File: src/rtl/sfrx_pkg.sv
package sfrx_pkg;

   localparam logic [7:0] HEAD1_BYTE = 8'hAA;
   localparam logic [7:0] HEAD2_BYTE = 8'h55;
   localparam logic [7:0] TAIL1_BYTE = 8'h0D;
   localparam logic [7:0] TAIL2_BYTE = 8'h0A;

   localparam int STORE_DEPTH = 64;
   localparam int IDX_W       = 6;
   localparam int LEN_W       = 7;
   // two banks of payload store, one bit of bank select above the index
   localparam int ADDR_W      = IDX_W + 1;

   typedef enum logic [2:0] {
      PH_HEAD1,
      PH_HEAD2,
      PH_CMD,
      PH_LEN,
      PH_DATA,
      PH_SUM,
      PH_TAIL1,
      PH_TAIL2
   } phase_type;

   typedef enum logic [1:0] {
      BK_IDLE,
      BK_READ,
      BK_SHOW
   } back_state_type;

   typedef struct packed {
      logic [7:0]       command;
      logic [LEN_W-1:0] length;
      logic             bank;
   } frame_desc_type;

   typedef struct packed {
      logic              en;
      logic [ADDR_W-1:0] addr;
      logic [7:0]        data;
   } store_wr_type;

   typedef struct packed {
      logic [1:0]     count;
      frame_desc_type head;
   } queue_status_type;

endpackage

File: src/rtl/sfrx_front.sv
module sfrx_front
   import sfrx_pkg::*;
#(
   parameter int MAX_PAYLOAD = 64
) (
   input  logic           clock,
   input  logic           reset,
   input  logic           byte_valid,
   input  logic [7:0]     byte_data,
   output store_wr_type   store_wr,
   output logic           push,
   output frame_desc_type push_desc
);

   phase_type        phase_ff, phase_in;
   logic [7:0]       cmd_ff, cmd_in;
   logic [LEN_W-1:0] len_ff, len_in;
   logic [LEN_W-1:0] count_ff, count_in;
   logic [7:0]       xor_ff, xor_in;
   logic             bank_ff, bank_in;
   logic [LEN_W-1:0] count_next;
   logic             len_ok;

   assign count_next = count_ff + LEN_W'(1);
   assign len_ok     = byte_data <= 8'(MAX_PAYLOAD);

   always_ff @(posedge clock) begin
      if (reset) begin
         phase_ff <= PH_HEAD1;
         cmd_ff   <= '0;
         len_ff   <= '0;
         count_ff <= '0;
         xor_ff   <= '0;
         bank_ff  <= 1'b0;
      end else begin
         phase_ff <= phase_in;
         cmd_ff   <= cmd_in;
         len_ff   <= len_in;
         count_ff <= count_in;
         xor_ff   <= xor_in;
         bank_ff  <= bank_in;
      end
   end

   always_comb begin
      phase_in = phase_ff;
      if (byte_valid) begin
         unique case (phase_ff)
            PH_HEAD1: if (byte_data == HEAD1_BYTE) phase_in = PH_HEAD2;
            PH_HEAD2: phase_in = (byte_data == HEAD2_BYTE) ? PH_CMD : PH_HEAD1;
            PH_CMD:   phase_in = PH_LEN;
            PH_LEN: begin
               if (!len_ok)
                  phase_in = PH_HEAD1;
               else
                  phase_in = (byte_data != 8'd0) ? PH_DATA : PH_SUM;
            end
            PH_DATA:  if (count_next >= len_ff) phase_in = PH_SUM;
            PH_SUM:   phase_in = (xor_ff == byte_data) ? PH_TAIL1 : PH_HEAD1;
            PH_TAIL1: phase_in = (byte_data == TAIL1_BYTE) ? PH_TAIL2 : PH_HEAD1;
            PH_TAIL2: phase_in = PH_HEAD1;
            default:  phase_in = PH_HEAD1;
         endcase
      end
   end

   always_comb begin
      cmd_in        = cmd_ff;
      len_in        = len_ff;
      count_in      = count_ff;
      xor_in        = xor_ff;
      bank_in       = bank_ff;
      store_wr.en   = 1'b0;
      store_wr.addr = {bank_ff, count_ff[IDX_W-1:0]};
      store_wr.data = byte_data;
      push          = 1'b0;
      push_desc     = '{command: cmd_ff, length: len_ff, bank: bank_ff};
      if (byte_valid) begin
         unique case (phase_ff)
            PH_CMD: cmd_in = byte_data;
            PH_LEN: begin
               if (len_ok) begin
                  len_in   = byte_data[LEN_W-1:0];
                  count_in = '0;
                  xor_in   = cmd_ff ^ byte_data;
               end
            end
            PH_DATA: begin
               store_wr.en = 1'b1;
               xor_in      = xor_ff ^ byte_data;
               count_in    = count_next;
            end
            PH_TAIL2: begin
               if (byte_data == TAIL2_BYTE) begin
                  push    = 1'b1;
                  bank_in = ~bank_ff;
               end
            end
            default: ;
         endcase
      end
   end

endmodule

File: src/rtl/sfrx_queue.sv
module sfrx_queue
   import sfrx_pkg::*;
(
   input  logic             clock,
   input  logic             reset,
   input  logic             push,
   input  frame_desc_type   push_desc,
   input  logic             pop,
   output queue_status_type status
);

   frame_desc_type entry_ff [2];
   logic           wr_ptr_ff, wr_ptr_in;
   logic           rd_ptr_ff, rd_ptr_in;
   logic [1:0]     count_ff, count_in;

   assign wr_ptr_in = push ? ~wr_ptr_ff : wr_ptr_ff;
   assign rd_ptr_in = pop ? ~rd_ptr_ff : rd_ptr_ff;

   always_comb begin
      count_in = count_ff;
      if (push && !pop)
         count_in = count_ff + 2'd1;
      else if (pop && !push)
         count_in = count_ff - 2'd1;
   end

   always_ff @(posedge clock) begin
      if (reset) begin
         wr_ptr_ff <= 1'b0;
         rd_ptr_ff <= 1'b0;
         count_ff  <= '0;
      end else begin
         wr_ptr_ff <= wr_ptr_in;
         rd_ptr_ff <= rd_ptr_in;
         count_ff  <= count_in;
      end
   end

   always_ff @(posedge clock) begin
      if (push) entry_ff[wr_ptr_ff] <= push_desc;
   end

   assign status.count = count_ff;
   assign status.head  = entry_ff[rd_ptr_ff];

endmodule

File: src/rtl/sfrx_back.sv
module sfrx_back
   import sfrx_pkg::*;
(
   input  logic             clock,
   input  logic             reset,
   input  store_wr_type     store_wr,
   input  queue_status_type q_status,
   output logic             pop,
   output logic             out_valid,
   input  logic             out_ready,
   output logic [7:0]       out_command,
   output logic [LEN_W-1:0] out_payload_len,
   output logic [IDX_W-1:0] out_payload_index,
   output logic [7:0]       out_payload_byte,
   output logic             out_has_payload,
   output logic             out_last
);

   logic [7:0] store_mem [2*STORE_DEPTH];
   logic [7:0] rd_data_ff;

   back_state_type   state_ff, state_in;
   logic [IDX_W-1:0] idx_ff, idx_in;
   logic             has_pl;
   logic             is_last;
   logic             rd_en;

   assign has_pl  = q_status.head.length != '0;
   assign is_last = !has_pl || ({1'b0, idx_ff} + LEN_W'(1) == q_status.head.length);

   always_ff @(posedge clock) begin
      if (store_wr.en) store_mem[store_wr.addr] <= store_wr.data;
      if (rd_en) rd_data_ff <= store_mem[{q_status.head.bank, idx_ff}];
   end

   always_ff @(posedge clock) begin
      if (reset) begin
         state_ff <= BK_IDLE;
         idx_ff   <= '0;
      end else begin
         state_ff <= state_in;
         idx_ff   <= idx_in;
      end
   end

   always_comb begin
      state_in = state_ff;
      unique case (state_ff)
         BK_IDLE: if (q_status.count != 2'd0) state_in = BK_READ;
         BK_READ: state_in = BK_SHOW;
         BK_SHOW: if (out_ready) state_in = is_last ? BK_IDLE : BK_READ;
         default: state_in = BK_IDLE;
      endcase
   end

   always_comb begin
      idx_in    = idx_ff;
      rd_en     = 1'b0;
      pop       = 1'b0;
      out_valid = 1'b0;
      unique case (state_ff)
         BK_IDLE: idx_in = '0;
         BK_READ: rd_en = 1'b1;
         BK_SHOW: begin
            out_valid = 1'b1;
            if (out_ready) begin
               if (is_last)
                  pop = 1'b1;
               else
                  idx_in = idx_ff + IDX_W'(1);
            end
         end
         default: ;
      endcase
   end

   assign out_command       = q_status.head.command;
   assign out_payload_len   = q_status.head.length;
   assign out_payload_index = idx_ff;
   assign out_payload_byte  = has_pl ? rd_data_ff : 8'd0;
   assign out_has_payload   = has_pl;
   assign out_last          = is_last;

endmodule

File: src/rtl/serial_frame_receiver_xor_check_core.sv
// First result: the queue registers a frame's descriptor at its final tail transfer; an idle
//   emitter then reads the store and holds that result. Throughput: one received byte per
//   cycle in while not stalled; out, a store read then an output hold for every result.
// Request side stalls only while two completed frames still wait to be emitted.
// Reset (synchronous, active high) clears the parser, queue and emitter control; the
//   payload store is not cleared and needs no clearing pass.
module serial_frame_receiver_xor_check_core
   import sfrx_pkg::*;
#(
   parameter int MAX_PAYLOAD = 64
) (
   input  logic             clock,
   input  logic             reset,
   input  logic             req_valid,
   output logic             req_ready,
   input  logic [7:0]       req_rx_byte,
   output logic             rsp_valid,
   input  logic             rsp_ready,
   output logic [7:0]       rsp_command,
   output logic [LEN_W-1:0] rsp_payload_len,
   output logic [IDX_W-1:0] rsp_payload_index,
   output logic [7:0]       rsp_payload_byte,
   output logic             rsp_has_payload,
   output logic             rsp_last
);

   store_wr_type     store_wr;
   logic             push;
   frame_desc_type   push_desc;
   logic             pop;
   queue_status_type q_status;
   logic             req_xfer;

   // Each queued frame owns one bank of the store; with fewer than two frames waiting the
   // bank the parser fills is free, so hold off byte transfers only when both are taken.
   assign req_ready = q_status.count != 2'd2;
   assign req_xfer  = req_valid && req_ready;

   // Front: hunt for headers, check length, checksum and tails, write payload into its bank.
   sfrx_front #(
      .MAX_PAYLOAD (MAX_PAYLOAD)
   ) u_front (
      .clock      (clock),
      .reset      (reset),
      .byte_valid (req_xfer),
      .byte_data  (req_rx_byte),
      .store_wr   (store_wr),
      .push       (push),
      .push_desc  (push_desc)
   );

   // Short queue of completed frame descriptors between parser and emitter.
   sfrx_queue u_queue (
      .clock     (clock),
      .reset     (reset),
      .push      (push),
      .push_desc (push_desc),
      .pop       (pop),
      .status    (q_status)
   );

   // Back: walk the head frame's payload and present one result per transfer;
   // drop the descriptor after its last result.
   sfrx_back u_back (
      .clock             (clock),
      .reset             (reset),
      .store_wr          (store_wr),
      .q_status          (q_status),
      .pop               (pop),
      .out_valid         (rsp_valid),
      .out_ready         (rsp_ready),
      .out_command       (rsp_command),
      .out_payload_len   (rsp_payload_len),
      .out_payload_index (rsp_payload_index),
      .out_payload_byte  (rsp_payload_byte),
      .out_has_payload   (rsp_has_payload),
      .out_last          (rsp_last)
   );

   // The parser never writes into the bank of a frame still waiting to be emitted.
   a_bank_separate: assert property (@(posedge clock) disable iff (reset)
      (store_wr.en && q_status.count != 2'd0) |-> store_wr.addr[ADDR_W-1] != q_status.head.bank)
      else $error("payload write into bank of pending frame");

   // A result is only shown while a frame descriptor is queued.
   a_rsp_has_frame: assert property (@(posedge clock) disable iff (reset)
      rsp_valid |-> q_status.count != 2'd0)
      else $error("response valid with empty frame queue");

   // No descriptor is pushed into a full queue.
   a_no_overflow: assert property (@(posedge clock) disable iff (reset)
      push |-> q_status.count != 2'd2)
      else $error("frame queue overflow");

   // Final result transfer releases exactly one descriptor.
   a_pop_on_last: assert property (@(posedge clock) disable iff (reset)
      (rsp_valid && rsp_ready && rsp_last && !push) |=>
         q_status.count == $past(q_status.count) - 2'd1)
      else $error("descriptor not released after last result");

endmodule

File: config.mk
export PLATFORM = sky130hd
export DESIGN_NAME = serial_frame_receiver_xor_check_core
export DESIGN_NICKNAME = d
export VERILOG_FILES = /design/src/rtl/sfrx_pkg.sv /design/src/rtl/sfrx_front.sv /design/src/rtl/sfrx_queue.sv /design/src/rtl/sfrx_back.sv /design/src/rtl/serial_frame_receiver_xor_check_core.sv
export SDC_FILE = /design/constraint.sdc
export NUM_CORES = 1
export LEC_CHECK = 0
export ABC_AREA = 1
export BUFFER_PORTS_ARGS = -buffer_cell sky130_fd_sc_hd__buf_2
export CORE_MARGIN = 2
export CORE_UTILIZATION = 50
export CTS_CLUSTER_DIAMETER = 100
export DETAILED_ROUTE_END_ITERATION = 6
export PLACE_DENSITY_LB_ADDON = 0.25
export SYNTH_ARGS = -nofsm -noshare
export SYNTH_HDL_FRONTEND = slang
export SYNTH_SLANG_ARGS = --single-unit
export TNS_END_PERCENT = 20
File: constraint.sdc
create_clock -name clock -period 5.31 [get_ports clock]
set_input_delay 0.7965 -clock clock [delete_from_list [all_inputs] [get_ports clock]]
set_output_delay 0.7965 -clock clock [all_outputs]
set_load 0.03 [all_outputs]
* Word level (Yosys, flattened, before mapping)
Memory sizes are Yosys's and may differ from the RTL's. A register that Yosys moved wholly into a read port is not among the register bits. Index checks and enable logic that the tools add are counted.
Storage, ports and cells: register bits after elaboration 46, bits in latches 0, RAM bits 1056, ROM bits 0, bits of input ports 12, logic and storage cells 107, memories kept 2
Memories:
- u_back.store_mem | depth 128, bits a word 8, read ports 1, clocked after memory_dff 1, write ports 1, line sfrx_back.sv:19 | logic [7:0] store_mem [2*STORE_DEPTH];
- u_queue.entry_ff | depth 2, bits a word 16, read ports 1, clocked after memory_dff 1, write ports 1, line sfrx_queue.sv:12 | frame_desc_type entry_ff [2];
Operators by class: $add $sub $neg 5, $mul 0, div/mod/pow operators 0, magnitude comparators 2, eq/ne operators 22, shifts and indexed selects 0, multiplexer cells 38, bitwise gates (word level) 5, reductions and logical operators 22
Operators by type and width (count):
- 3-bit one-hot mux with 8 select lines | 1
- 1-bit two-way mux | 18
- 8-bit by 4-bit equality test with 1-bit output (second input constant) | 2
- 8-bit two-way mux | 2
- 8-bit one-hot mux with 2 select lines | 1
- 8-bit bitwise XOR | 2
- 3-bit two-way mux | 5
- 3-bit AND reduction | 5
- 7-bit one-hot mux with 2 select lines | 1
- 3-bit equality test (second input constant) | 4
- 6-bit two-way mux | 2
- 6-bit one-hot mux with 2 select lines | 1
- 2-bit two-way mux | 5
- 8-bit by 7-bit equality test with 1-bit output (second input constant) | 1
- 8-bit equality test | 1
- 8-bit equality test (second input constant) | 1
- 8-bit by 7-bit <= comparator with 1-bit output (second input constant) | 1
- 2-bit by 1-bit != test with 1-bit output (second input constant) | 4
- 2-bit nonzero test | 4
- 8-bit nonzero test | 1
- 6-bit by 1-bit adder with 7-bit output (second input constant) | 1
- 7-bit by 1-bit adder with 7-bit output (second input constant) | 1
- 7-bit equality test | 1
- 7-bit >= comparator | 1
- other kinds (18) | 28

* Logic depth before layout (Yosys ltp)
word-level depth 9, mapped depth 17, depth with buffers taken out 16

* Hierarchy
From an unflattened synthesis, not the netlist that was laid out.
Second synthesis, totals: cell total of the unflattened synthesis 3986, area, all modules 46069.2 um^2
By module, submodules not included:
- sfrx_back | times used 1, cells each 3551, area an instance 42280.6 um^2, sequential area each 31149.9 um^2
- sfrx_front | times used 1, cells each 350, area an instance 2339.7 um^2, sequential area each 680.7 um^2
- sfrx_queue | times used 1, cells each 81, area an instance 1428.9 um^2, sequential area each 1061.0 um^2
- serial_frame_receiver_xor_check_core | times used 1, cells each 4, area an instance 20.0 um^2, sequential area each 0.0 um^2

* Least setup slack after synthesis
No wires, ideal clock.
path type input -> register, start input port req_rx_byte[7], end memory u_queue.entry_ff[1][0] in the netlist's numbering (enable), arrival time 2.386 ns, required time 4.920 ns, path slack 2.534 ns, stages on the path 6, cell sequence buf_2 > nor2_1 > nand2_1 > nor4_1 > inv_1 > nor2_1
Between the ends: word-level cells in the longest chain between the ends 6
Ends and longest elaborated chain:
- start, declared | line serial_frame_receiver_xor_check_core.sv:16 | input logic [7:0] req_rx_byte,
- 8-bit by 4-bit equality test with 1-bit output | line sfrx_front.sv:94 | if (byte_data == TAIL2_BYTE) begin
- 1-bit two-way mux | line sfrx_front.sv:94
- 1-bit two-way mux | line sfrx_front.sv:79 | unique case (phase_ff)
- 1-bit two-way mux | line sfrx_front.sv:78 | if (byte_valid) begin
- named net push | line serial_frame_receiver_xor_check_core.sv:28 | logic push;
- 1-bit two-way mux | line sfrx_queue.sv:41 | if (push) entry_ff[wr_ptr_ff] <= push_desc;
- 1-bit two-way mux (implied by the code) | line sfrx_queue.sv:41
- end, declared | line sfrx_queue.sv:12
The timed path passes the listed nets, and every way through them passes these cells.

==> reports/metrics.csv <==
stage,metric,value,unit
outcome,status,completed,
worst_hold_path,hold_end,u_back.state_ff[1]$_SDFFE_PP0P_,
pwr,pwr-share-comb,1.7,%
worst_setup_path,crit_type,reg2out,
worst_setup_path,critPathRequiredTime,4.51,ns
floorplanning,die_height,306,microns
finish,diodes,0,
floorplanning,row_count,110,
clocking,worstSkewPairLatency,0.69,ns
route,routed_wl,117,mm
pwr,p_sw,0.00352,W
finish,final_area,49900,sq um
worst_setup_path,crit_slowest_cell,dfxtp_1,
synth,yosys.cell_count.top_type,edfxtp_1,
pwr,leakage,16.7,nW
worst_setup_path,crit_chain,buf_4 -> inv_2 -> nand2_1 -> nand2_2 -> nor2_1 -> nand4_2 -> inv_1 -> nor2_1 -> buf_2,
synth,synth-seq-cells,1111,
synth,ys_types,45,
global_route,grt_pass1_vias,28400,
pwr,finalPower,0.0173,W
worst_setup_path,cp-end-kind,primary output,
sta,hold_viol,0,
worst_setup_path,critical-path-max-stage-delay,0.65,ns
place,gp_congestion,0.863,
pwr,pwr_density_cell,347,nW/um^2
finish,drive_gt1_share,7.31,%
worst_setup_path,arrival,3.25,ns
synth,synth_edf_count,1064,
route,num_vias,29900,
finish,areaGrowthSynthToFinish,9.35,%
clocking,cts_inserted_buffers,108,
place,dpl_cell_area,46500,sq um
global_route,grt-ovfl-total,0,
place,io_buffers,44,
synth,syn_nets,3896,
sta,post-route-period-util,76.1,%
finish,seq_area,32900,sq um
synth,synth.area.top_cells,"edfxtp_1, nor2_1, o21ai_0, nand2_1, o21ai_1",
clocking,ctsHoldBuffers,0,
finish,nets,3842,
floorplanning,start_util,50.5,%
worst_hold_path,holdPathStages,3,
clocking,clock-root-buffer,clkbuf_16,
clocking,cts_setup_buffers,0,
pwr,vdd_drop_max,0.252,mV
global_route,grt_max_degree,200,
pwr,power_frac_seq,55.5,%
clocking,cts_buffer_depth,3,
sta,clock_skew,0.0235,ns
floorplanning,core_area,90300,sq um
pwr,internal_power,0.0138,W
sta,rsz0062_at_grt,no,
worst_setup_path,reg2reg_setup_slack,2.04,ns
worst_setup_path,reg2regPathDepth,7,
worst_hold_path,hp-class,in2reg,
pwr,p_sw_share,20.3,%
synth,synth_common_cells,"edfxtp_1, nor2_1, nand2_1",
global_route,grt_pass1_wl,176,mm
sta,setup_viol,0,
global_route,grt_use_total,24.8,%
synth,netlist_area,45600,sq um
finish,nFillCells,7514,
route,dr.pass1.iters,6,
sta,final.setup.tns,0,ns
synth,synth_top_area_cell,edfxtp_1,
route,ant_nets,0,
worst_hold_path,holdCritStartpoint,rsp_ready,
synth,synth_top_area_share,70.0,%
sta,period_minus_slack,4.04,ns
worst_setup_path,rr_endpoint,u_back.store_mem[103][0]$_DFFE_PP_,
route,drt-vias-per-instance,5.88,
worst_setup_path,critPathMaxFanout,15,
sta,finalMaxSlewViolations,0,
synth,syn_avg_cell_area,11.8,sq um
finish,multi_input_area,11000,sq um
route,wl_per_cell,23.0,microns
run,cap_violations,0,
worst_setup_path,crit-reg2reg-launch,u_front.phase_ff[2]$_SDFFE_PP0P_,
clocking,htreeDepth,3,
synth,ys_warn_count,0,
clocking,cts_tree,yes,
worst_setup_path,worst-path-buf-inv,4,
worst_setup_path,cpMostUsedCell,nor2_1,
synth,synthFlopType,edfxtp_1,
sta,relSlewSlack,14.0,%
synth,async_flop_share,0,%
pwr,p_clk_share,42.7,%
worst_setup_path,cp_top_family,buffers and inverters,
worst_setup_path,cp-start-kind,flip-flop,
clocking,cts.clk_slew.worst_paths,0.07,ns
sta,fmax,247,MHz
place,hpwlAfterDp,64.9,mm
clocking,ctsResizeCount,0,
route,dr.first_iter.drc_count,3458,
route,drcViolationCount,0,
clocking,cts.sink_count,1111,
global_route,antenna_found_initial,0,
floorplanning,die_width,306,microns
synth,ys_seq_area_share,72.1,%
floorplanning,die_area,93700,sq um
floorplanning,io_pins,45,
synth,syn_inst,3874,
sta,worst_pin_slew,1.29,ns
placed cells by master, fill, tap and decap left out, types with 3 or more instances in the layout:
cell type   instances
nand2_1           401
ha_1               10
nand2_2             7
inv_16              3
dfxtp_4             3
nor2_4              3
clkinv_1           26
nand3_1           266
nand3_2             3
buf_4              50
clkinvlp_4          4
dfxtp_1            42
a21oi_1            57
mux2i_1             5
o22ai_1           128
inv_2               9
nor2_2              3
nor2_1            798
buf_2              36
clkbuf_1           26
edfxtp_1         1064
xnor2_1             6
o21ai_0           347
inv_1              80
nand4_1             9
clkbuf_16         109
xor2_1             12
nor3_1             38
o21ai_1           298
buf_12              8
bufinv_16           7
clkinv_2           21
logic make-up (layout without fill, tap and decap cells):
kind of cell             count (synthesis)  count (layout)  synth area share (%)
adder cells (fa/ha/maj)                 10              10                 0.274
multiplexers                             5               5                 0.110
XOR/XNOR                                18              18                 0.345
buffers and inverters                  352             388                  3.73
flip-flops                            1111            1111                  72.1
AO/OA/AOI/OAI                          839             839                  9.60
AND/OR/NAND/NOR                       1539            1539                  13.9
through the flow:
step | utilization [%] | cells | hold WS, ns | worst slack, ns
4_1_cts | 55.3 | 5086 | 0.400 | 1.24
3_3_place_gp | 51.5 | 4886 | 0.462 | 1.99
3_5_place_dp | 51.5 | 4886 | 0.464 | 1.91
5_1_grt | 55.3 | 5086 | 0.451 | 0.969
6_report | 55.3 | 5086 | 0.425 | 1.27
2_1_floorplan | - | 3874 | 0.437 | 2.53
flip-flops by register name (all words and copies together) (netlist names), 3 cells and up, named ones only:
register,flops
u_back.store_mem,1024
u_queue.entry_ff,32
u_back.rd_data_ff,8
u_front.cmd_ff,8
u_front.xor_ff,8
u_front.count_ff,7
u_front.len_ff,7
u_back.out_payload_index,6
u_front.phase_ff,3
routing by layer:
metal,GRT usage [%],up-vias,routed length (microns)
met3,4.09,196,10600
met4,7.85,0,3340
met1,35.0,14600,48000
li1,-,13700,-
met2,39.6,1378,55100
met5,0,-,0
worst min-delay path, stage by stage:
cell and delay, ns:
buf_2 0.08, nor2_1 0.04, o21a_1 0.15
power groups by stage:
stage | sequential [W] | combinational (W) | clock (W)
floorplan | 0.00980 | 0.000101 | 0
global placement | 0.00980 | 0.000298 | 0
detailed placement | 0.00980 | 0.000302 | 0
CTS | 0.00962 | 0.000303 | 0.00748
global route | 0.00961 | 0.000327 | 0.00780
finish | 0.00962 | 0.000302 | 0.00741
worst max path at each step:
| stage | slack, ns | cells after the start | endpoint | startpoint |
|---|---|---|---|---|
| final | 1.27 | 9 | rsp_payload_byte[3] | flip-flop |
| after global routing | 0.97 | 9 | rsp_payload_byte[0] | flip-flop |
| after global placement | 1.99 | 5 | u_back.store_mem[79][7]$_DFFE_PP_ | req_valid |
| after floorplan | 2.53 | 6 | u_queue.entry_ff[1][0]$_DFFE_PP_ | req_rx_byte[7] |
| after CTS | 1.24 | 9 | rsp_payload_byte[7] | flip-flop |
| after detailed placement | 1.91 | 5 | u_back.store_mem[79][1]$_DFFE_PP_ | req_valid |
layout make-up:
cell class                      instances  share of cell area, %
Tap cell                             1176                   2.95
Sequential cell                      1111                   65.9
Clock buffer                          137                   5.72
Multi-Input combinational cell       2411                   22.1
Inverter                               94                  0.755
Clock inverter                         63                   1.08
Timing Repair Buffer                   94                   1.43
Power figures use the tool's default switching activity.
